## config.mk

```make
export PLATFORM = sky130hd
export DESIGN_NAME = bit_file_header_parser_core_flat
export DESIGN_NICKNAME = d
export VERILOG_FILES = /design/src/rtl/core/bfhp_pkg.sv /design/src/rtl/core/bfhp_if.sv /design/src/rtl/core/bfhp_parse.sv /design/src/rtl/core/bfhp_out_skid.sv /design/src/rtl/core/bit_file_header_parser_core.sv /design/src/flat_wrapper.sv
export SDC_FILE = /design/constraint.sdc
export NUM_CORES = 1
export LEC_CHECK = 0
export BUFFER_PORTS_ARGS = -buffer_cell sky130_fd_sc_hd__buf_2
export CAP_MARGIN = 20
export CELL_PAD_IN_SITES_DETAIL_PLACEMENT = 0
export CELL_PAD_IN_SITES_GLOBAL_PLACEMENT = 1
export CORE_ASPECT_RATIO = 0.8
export CORE_MARGIN = 4
export CORE_UTILIZATION = 35
export DETAILED_ROUTE_END_ITERATION = 8
export GPL_TIMING_DRIVEN = 0
export PLACE_DENSITY_LB_ADDON = 0.1
export SLEW_MARGIN = 20
export SYNTH_ARGS = -nofsm -noshare
export SYNTH_HDL_FRONTEND = slang
export SYNTH_SLANG_ARGS = --single-unit
```

## constraint.sdc

```tcl
create_clock -name clk -period 4.9 [get_ports clk]
set_input_delay 1.47 -clock clk [delete_from_list [all_inputs] [get_ports clk]]
set_output_delay 1.47 -clock clk [all_outputs]
set_load 0.02 [all_outputs]
```

## src/rtl/core/bfhp_pkg.sv

```systemverilog
`timescale 1ns / 1ps

package bfhp_pkg;

  // result kinds
  localparam logic [2:0] KIND_DESIGN  = 3'd0;
  localparam logic [2:0] KIND_DEVICE  = 3'd1;
  localparam logic [2:0] KIND_DATE    = 3'd2;
  localparam logic [2:0] KIND_TIME    = 3'd3;
  localparam logic [2:0] KIND_PAYLOAD = 3'd4;
  localparam logic [2:0] KIND_PLEN    = 3'd5;
  localparam logic [2:0] KIND_BADKEY  = 3'd6;

  // field keys
  localparam logic [7:0] KEY_FIRST = 8'h61;  // 'a'
  localparam logic [2:0] KEY_IDX_PLEN = 3'd4; // 'e'

  localparam int unsigned PLEN_BYTES = 4;

  typedef struct packed {
    logic [2:0]  kind;
    logic [31:0] value;
    logic        last;
  } res_t;

endpackage

```

## src/rtl/core/bfhp_if.sv

```systemverilog
`timescale 1ns / 1ps

interface bfhp_in_if;
  logic       valid;
  logic       ready;
  logic [7:0] data_byte;
  logic       start_req;

  modport source (output valid, output data_byte, output start_req, input ready);
  modport sink   (input valid, input data_byte, input start_req, output ready);
endinterface

interface bfhp_out_if;
  logic        valid;
  logic        ready;
  logic [2:0]  kind;
  logic [31:0] value;
  logic        last;

  modport source (output valid, output kind, output value, output last, input ready);
  modport sink   (input valid, input kind, input value, input last, output ready);
endinterface

```

## src/rtl/core/bfhp_parse.sv

```systemverilog
`timescale 1ns / 1ps

module bfhp_parse (
  input  logic           clk,
  input  logic           rst_n,
  input  logic           in_valid,
  output logic           in_ready,
  input  logic [7:0]     in_data_byte,
  input  logic           in_start_req,
  input  logic           res_ready,
  output logic           res_vld,
  output bfhp_pkg::res_t res
);

  typedef enum logic [3:0] {
    PH_HLEN_HI,
    PH_HLEN_LO,
    PH_HSKIP,
    PH_KEY,
    PH_SLEN_HI,
    PH_SLEN_LO,
    PH_STR,
    PH_PLEN,
    PH_PAYLOAD,
    PH_IDLE,
    PH_ERROR
  } phase_t;

  // input register
  logic           in_vld_r;
  logic [7:0]     byte_r;
  logic           start_r;

  logic           advance;

  phase_t         phase_r, phase_nxt, phase_eff;
  logic [31:0]    cnt_r, cnt_nxt, cnt_dec;
  logic [31:0]    acc_r, acc_nxt;
  logic [2:0]     key_r, key_nxt, key_eff;
  logic           emit_nxt;
  bfhp_pkg::res_t res_nxt;

  assign advance  = in_vld_r && res_ready;
  assign in_ready = !in_vld_r || advance;
  assign cnt_dec  = cnt_r - 32'd1;

  always_comb begin
    // a start word restarts the walk on this very byte
    phase_eff = start_r ? PH_HLEN_HI : phase_r;
    key_eff   = start_r ? 3'd0 : key_r;

    phase_nxt = phase_eff;
    cnt_nxt   = cnt_r;
    acc_nxt   = acc_r;
    key_nxt   = key_eff;
    emit_nxt  = 1'b0;
    res_nxt   = '{kind: bfhp_pkg::KIND_PAYLOAD, value: {24'd0, byte_r}, last: 1'b0};

    unique case (phase_eff)
      PH_HLEN_HI: begin
        acc_nxt   = {24'd0, byte_r};
        phase_nxt = PH_HLEN_LO;
      end
      PH_HLEN_LO: begin
        cnt_nxt   = {16'd0, acc_r[7:0], byte_r} + 32'd2;
        phase_nxt = PH_HSKIP;
      end
      PH_HSKIP: begin
        cnt_nxt = cnt_dec;
        if (cnt_dec == 32'd0) begin
          phase_nxt = PH_KEY;
        end
      end
      PH_KEY: begin
        if (byte_r != bfhp_pkg::KEY_FIRST + {5'd0, key_eff}) begin
          phase_nxt     = PH_ERROR;
          emit_nxt      = 1'b1;
          res_nxt.kind  = bfhp_pkg::KIND_BADKEY;
        end else if (key_eff == bfhp_pkg::KEY_IDX_PLEN) begin
          cnt_nxt   = 32'd0;
          acc_nxt   = 32'd0;
          phase_nxt = PH_PLEN;
        end else begin
          phase_nxt = PH_SLEN_HI;
        end
      end
      PH_SLEN_HI: begin
        acc_nxt   = {24'd0, byte_r};
        phase_nxt = PH_SLEN_LO;
      end
      PH_SLEN_LO: begin
        cnt_nxt = {16'd0, acc_r[7:0], byte_r};
        if ({acc_r[7:0], byte_r} == 16'd0) begin
          key_nxt   = key_eff + 3'd1;
          phase_nxt = PH_KEY;
        end else begin
          phase_nxt = PH_STR;
        end
      end
      PH_STR: begin
        cnt_nxt = cnt_dec;
        if (cnt_dec == 32'd0) begin
          key_nxt   = key_eff + 3'd1;
          phase_nxt = PH_KEY;
        end
        // the terminator byte gives no result
        if (cnt_r > 32'd1) begin
          emit_nxt     = 1'b1;
          res_nxt.kind = key_eff;
          res_nxt.last = (cnt_r == 32'd2);
        end
      end
      PH_PLEN: begin
        acc_nxt = {acc_r[23:0], byte_r};
        cnt_nxt = cnt_r + 32'd1;
        if (cnt_r == 32'(bfhp_pkg::PLEN_BYTES - 1)) begin
          cnt_nxt       = {acc_r[23:0], byte_r};
          phase_nxt     = ({acc_r[23:0], byte_r} == 32'd0) ? PH_IDLE : PH_PAYLOAD;
          emit_nxt      = 1'b1;
          res_nxt.kind  = bfhp_pkg::KIND_PLEN;
          res_nxt.value = {acc_r[23:0], byte_r};
        end
      end
      PH_PAYLOAD: begin
        cnt_nxt  = cnt_dec;
        emit_nxt = 1'b1;
        if (cnt_dec == 32'd0) begin
          phase_nxt    = PH_IDLE;
          res_nxt.last = 1'b1;
        end
      end
      PH_IDLE, PH_ERROR: begin
      end
      default: begin
        phase_nxt = PH_ERROR;
      end
    endcase
  end

  always_ff @(posedge clk) begin
    if (!rst_n) begin
      in_vld_r <= 1'b0;
      phase_r  <= PH_HLEN_HI;
      cnt_r    <= 32'd0;
      acc_r    <= 32'd0;
      key_r    <= 3'd0;
    end else begin
      if (in_ready) begin
        in_vld_r <= in_valid;
        byte_r   <= in_data_byte;
        start_r  <= in_start_req;
      end
      if (advance) begin
        phase_r <= phase_nxt;
        cnt_r   <= cnt_nxt;
        acc_r   <= acc_nxt;
        key_r   <= key_nxt;
      end
    end
  end

  assign res_vld = advance && emit_nxt;
  assign res     = res_nxt;

endmodule

```

## src/rtl/core/bfhp_out_skid.sv

```systemverilog
`timescale 1ns / 1ps

module bfhp_out_skid (
  input  logic           clk,
  input  logic           rst_n,
  input  logic           push,
  input  bfhp_pkg::res_t push_data,
  output logic           push_ready,
  output logic           out_valid,
  input  logic           out_ready,
  output bfhp_pkg::res_t out_data
);

  logic           main_vld_r;
  logic           skid_vld_r;
  bfhp_pkg::res_t main_r;
  bfhp_pkg::res_t skid_r;

  assign push_ready = !skid_vld_r;
  assign out_valid  = main_vld_r;
  assign out_data   = main_r;

  always_ff @(posedge clk) begin
    if (!rst_n) begin
      main_vld_r <= 1'b0;
      skid_vld_r <= 1'b0;
    end else if (!main_vld_r || out_ready) begin
      if (skid_vld_r) begin
        main_r     <= skid_r;
        main_vld_r <= 1'b1;
        skid_vld_r <= 1'b0;
      end else begin
        main_r     <= push_data;
        main_vld_r <= push;
      end
    end else if (push) begin
      // main word stalled, park the new one
      skid_r     <= push_data;
      skid_vld_r <= 1'b1;
    end
  end

endmodule

```

## src/rtl/core/bit_file_header_parser_core.sv

```systemverilog
`timescale 1ns / 1ps
// path: a byte accepted into the input register is parsed, and its word, if any,
// is registered in the two-entry output register; throughput: one byte per cycle
// while the output skid entry is empty, set by the combinational parse step
// reset: synchronous active-low rst_n returns the parser to the first header
// length byte and empties both register stages

module bit_file_header_parser_core (
  input logic        clk,
  input logic        rst_n,
  bfhp_in_if.sink    in_ch,
  bfhp_out_if.source out_ch
);

  logic           res_vld;
  logic           res_ready;
  bfhp_pkg::res_t res;
  bfhp_pkg::res_t out_data;

  bfhp_parse u_parse (
    .clk          (clk),
    .rst_n        (rst_n),
    .in_valid     (in_ch.valid),
    .in_ready     (in_ch.ready),
    .in_data_byte (in_ch.data_byte),
    .in_start_req (in_ch.start_req),
    .res_ready    (res_ready),
    .res_vld      (res_vld),
    .res          (res)
  );

  bfhp_out_skid u_out (
    .clk        (clk),
    .rst_n      (rst_n),
    .push       (res_vld),
    .push_data  (res),
    .push_ready (res_ready),
    .out_valid  (out_ch.valid),
    .out_ready  (out_ch.ready),
    .out_data   (out_data)
  );

  assign out_ch.kind  = out_data.kind;
  assign out_ch.value = out_data.value;
  assign out_ch.last  = out_data.last;

endmodule
```

## src/flat_wrapper.sv

```systemverilog
// flat-port wrapper written by rule: the top's interface ports become plain ports
module bit_file_header_parser_core_flat 
  (clk, rst_n, in_ch_valid, in_ch_data_byte, in_ch_start_req, in_ch_ready, out_ch_valid, out_ch_kind, out_ch_value, out_ch_last, out_ch_ready);
  bfhp_in_if in_ch_i ();
  bfhp_out_if out_ch_i ();
  input logic clk;
  input logic rst_n;
  input wire logic [$bits(in_ch_i.valid)-1:0] in_ch_valid;
  input wire logic [$bits(in_ch_i.data_byte)-1:0] in_ch_data_byte;
  input wire logic [$bits(in_ch_i.start_req)-1:0] in_ch_start_req;
  output wire logic [$bits(in_ch_i.ready)-1:0] in_ch_ready;
  output wire logic [$bits(out_ch_i.valid)-1:0] out_ch_valid;
  output wire logic [$bits(out_ch_i.kind)-1:0] out_ch_kind;
  output wire logic [$bits(out_ch_i.value)-1:0] out_ch_value;
  output wire logic [$bits(out_ch_i.last)-1:0] out_ch_last;
  input wire logic [$bits(out_ch_i.ready)-1:0] out_ch_ready;
  assign in_ch_i.valid = in_ch_valid;
  assign in_ch_i.data_byte = in_ch_data_byte;
  assign in_ch_i.start_req = in_ch_start_req;
  assign in_ch_ready = in_ch_i.ready;
  assign out_ch_valid = out_ch_i.valid;
  assign out_ch_kind = out_ch_i.kind;
  assign out_ch_value = out_ch_i.value;
  assign out_ch_last = out_ch_i.last;
  assign out_ch_i.ready = out_ch_ready;
  bit_file_header_parser_core u_core (.clk(clk), .rst_n(rst_n), .in_ch(in_ch_i), .out_ch(out_ch_i));
endmodule
```

==> flow_metrics.env <==
export IMPL_outcome="finished clean"
export IMPL_grt_max_degree=33
export IMPL_nNetsFinal=1064
export IMPL_setup_violations_final=0
export IMPL_cp_end_kind="register"
export IMPL_cts_made_buffers=17
export IMPL_rsz0062_at_grt="false"
export IMPL_maxSlewViolCount=0
export IMPL_clkSinkCount=147
export IMPL_clock_skew_ns=0.0318
export IMPL_grt_overflow=0
export IMPL_nFillCells=2508
export IMPL_grt_pass1_wl_um=48000
export IMPL_core_area_um2=24400
export IMPL_switchingPower_w=0.000893
export IMPL_synthToLayoutAreaGrowth_pct=15.2
export IMPL_final_cell_mix="nand2_1, clkbuf_1, edfxtp_1"
export IMPL_setup_tns_ns=0
export IMPL_yosysWarnings=0
export IMPL_min_period_ns=4.47
export IMPL_hold_path_class="register to register"
export IMPL_placed_cells=1342
export IMPL_crit_chain="clkbuf_1 > clkbuf_1 > nand2b_1 > ha_1 > xor2_1 > or4_1 > o31a_1 > nor4_2 > clkbuf_1 > o211ai_1 > a21boi_0"
export IMPL_drt_first_pass_iters=5
export IMPL_dieHeight_um=149
export IMPL_ant_nets=0
export IMPL_wirelength_um=31500
export IMPL_cap_violations=0
export IMPL_tightest_slew_ns=1.05
export IMPL_cts_tree="yes"
export IMPL_cp_data_required_time_ns=5.24
export IMPL_synth_yosys_seq_area_share_pct=43.1
export IMPL_syn_area_um2=8710
export IMPL_ios=51
export IMPL_async_reset_ff_share_pct=0
export IMPL_swShare_pct=28.7
export IMPL_p_leak_nw=3.47
export IMPL_via_count=8128
export IMPL_syn_inst=972
export IMPL_comb_power_share_pct=11.8
export IMPL_htree_levels=4
export IMPL_placedInstanceArea_um2=9410
export IMPL_io_buffers=49
export IMPL_antenna_cells=0
export IMPL_cp_slowest_cell="nor4_2"
export IMPL_antenna_found_initial=1
export IMPL_gr_usage_all_layers_pct=22.9
export IMPL_path_clk_slew_ns=0.07
export IMPL_max_freq_mhz=223
export IMPL_finalInstanceArea_um2=10000
export IMPL_p_total_w=0.00311
export IMPL_mostFrequentLayoutCell="nand2_1"
export IMPL_powerDensity_nw_per_um2=310
export IMPL_cp_arrival_ns=4.81
export IMPL_rows=51
export IMPL_peakVddDrop_uv=238
export IMPL_drc=0
export IMPL_slowest_delay_ns=0.55
export IMPL_startpoint_type="register"
export IMPL_drt_initial_drc_count=840
export IMPL_start_util_pct=35.6
export IMPL_detail_route_vias_per_cell=5.92
export IMPL_syn_area_per_cell_um2=8.96
export IMPL_synth_edf_count=81
export IMPL_die_area_um2=27500
export IMPL_stdcell_count=1374
export IMPL_cp_max_fo=10
export IMPL_ys_ff_latch=147
export IMPL_drive_gt1_share_pct=13.2
export IMPL_post_drt_wl_per_cell_um=22.9
export IMPL_clockRootBuffer="clkbuf_16"
export IMPL_dp_hpwl_um=23000
export IMPL_r2r_slack_ns=0.43
export IMPL_p_seq_share_pct=43.1
export IMPL_grt_pass1_vias=7643
export IMPL_synthFlopType="edfxtp_1"
export IMPL_insertion_delay_ns=0.45
export IMPL_hold_viol=0
export IMPL_fin_crit_sh_pct=91.3
export IMPL_worst_setup_path_type="register to register"
export IMPL_clockPowerShare_pct=45.1
export IMPL_die_x_um=184
export IMPL_p_int_w=0.00222
export IMPL_cts_hold_buffers_added=0
export IMPL_place_gp_congestion=0.907
export IMPL_maxSlewHeadroom_pct=29.2
export IMPL_crit_top_cell="clkbuf_1"
export IMPL_synthesis_nets=993
export IMPL_cts_buffer_depth=2
export IMPL_ys_types=76
path summary, 6_finish.rpt:
kind / depth (start not counted) / endpoint / from
setup / recovery: 11 / u_core.u_parse.cnt_r[3] / u_core.u_parse.start_r
hold / removal: 0 / u_core.u_out.skid_r[8] / u_core.u_parse.byte_r[7]
setup reg to reg: 11 / u_core.u_parse.cnt_r[3] / u_core.u_parse.start_r
hold reg to reg: 0 / u_core.u_out.skid_r[8] / u_core.u_parse.byte_r[7]
power groups by stage:
stage               combinational, W  sequential, W  clock (W)
global route                0.000399        0.00134    0.00148
finish                      0.000368        0.00134    0.00140
floorplan                   0.000229        0.00138          0
global placement            0.000363        0.00137          0
detailed placement          0.000361        0.00137          0
CTS                         0.000363        0.00134    0.00142
critical path: cells and delay by family, from the launching register on:
| kind | cells | cell delay (ns) |
|---|---|---|
| buffers and inverters | 3 | 1.27 |
| AND/OR/NAND/NOR | 3 | 1.27 |
| AO/OA/AOI/OAI | 3 | 0.88 |
| flip-flops | 1 | 0.48 |
| adder cells (fa/ha/maj) | 1 | 0.31 |
| XOR/XNOR | 1 | 0.16 |
state kept, by name, summed over array words and instances (netlist names), 3 cells and up:
signal,cells
u_core.u_parse.key_r,3
u_core.u_parse.acc_r,24
u_core.u_parse.cnt_r,32
u_core.u_parse.byte_r,8
u_core.u_out.out_data,36
u_core.u_parse.phase_r,4
u_core.u_out.skid_r,36
cell type report:
type	count	area, um^2	area share, %
well taps	318	398	3.97
clock inverters	15	186	1.86
multi-input cells	715	4530	45.2
plain buffers	93	378	3.77
clock buffers	17	425	4.24
flip-flops and latches	147	3750	37.4
repair buffers	52	292	2.91
inverters	17	63.8	0.636
per-stage QoR:
step | hold slack [ns] | utilization (%) | setup WS [ns]
finish | 0.451 | 41.0 | 0.425
global route | 0.457 | 41.0 | 0.0855
CTS | 0.450 | 41.0 | 0.314
detailed placement | 0.432 | 38.5 | 0.364
global placement | 0.428 | 38.3 | -0.598
floorplan | 0.424 | - | 0.947
cells by family after synthesis:
kind of cell,share of synthesized area [%]
compound gates,19.1
xor+xnor,3.42
fa+ha+maj,1.15
buf+inv,5.07
flops,43.1
mux,3.45
simple gates,24.7
metal layers:
metal / share of wire (%) / track usage (%)
met5: 0.041 / 0
met4: 1.2 / 4.58
met3: 8.5 / 6.46
met2: 41 / 32.2
met1: 49 / 35.0
cell usage after synthesis (23+ instances only):
master    number  area (um^2)
nand4_1       23          144
nand2_1       96          360
and2_1        24          150
mux2_2        24          270
a21oi_1       29          145
nand3_1       51          255
nor2_1        51          191
nor4_1        31          194
o21ai_0       70          350
xnor2_1       23          201
clkbuf_1      83          312
edfxtp_1      81         2430
dfxtp_1       66         1320
a21boi_0      23          173
what timing repair did:
item / 4_1_cts / 5_1_grt
buffers inserted: 0 / 0
endpoints found under the setup margin: 0 / 1
gates resized for setup: 0 / 1
hold endpoints to repair: 0 / 0
Note: power is estimated with default switching activity, not from simulation.
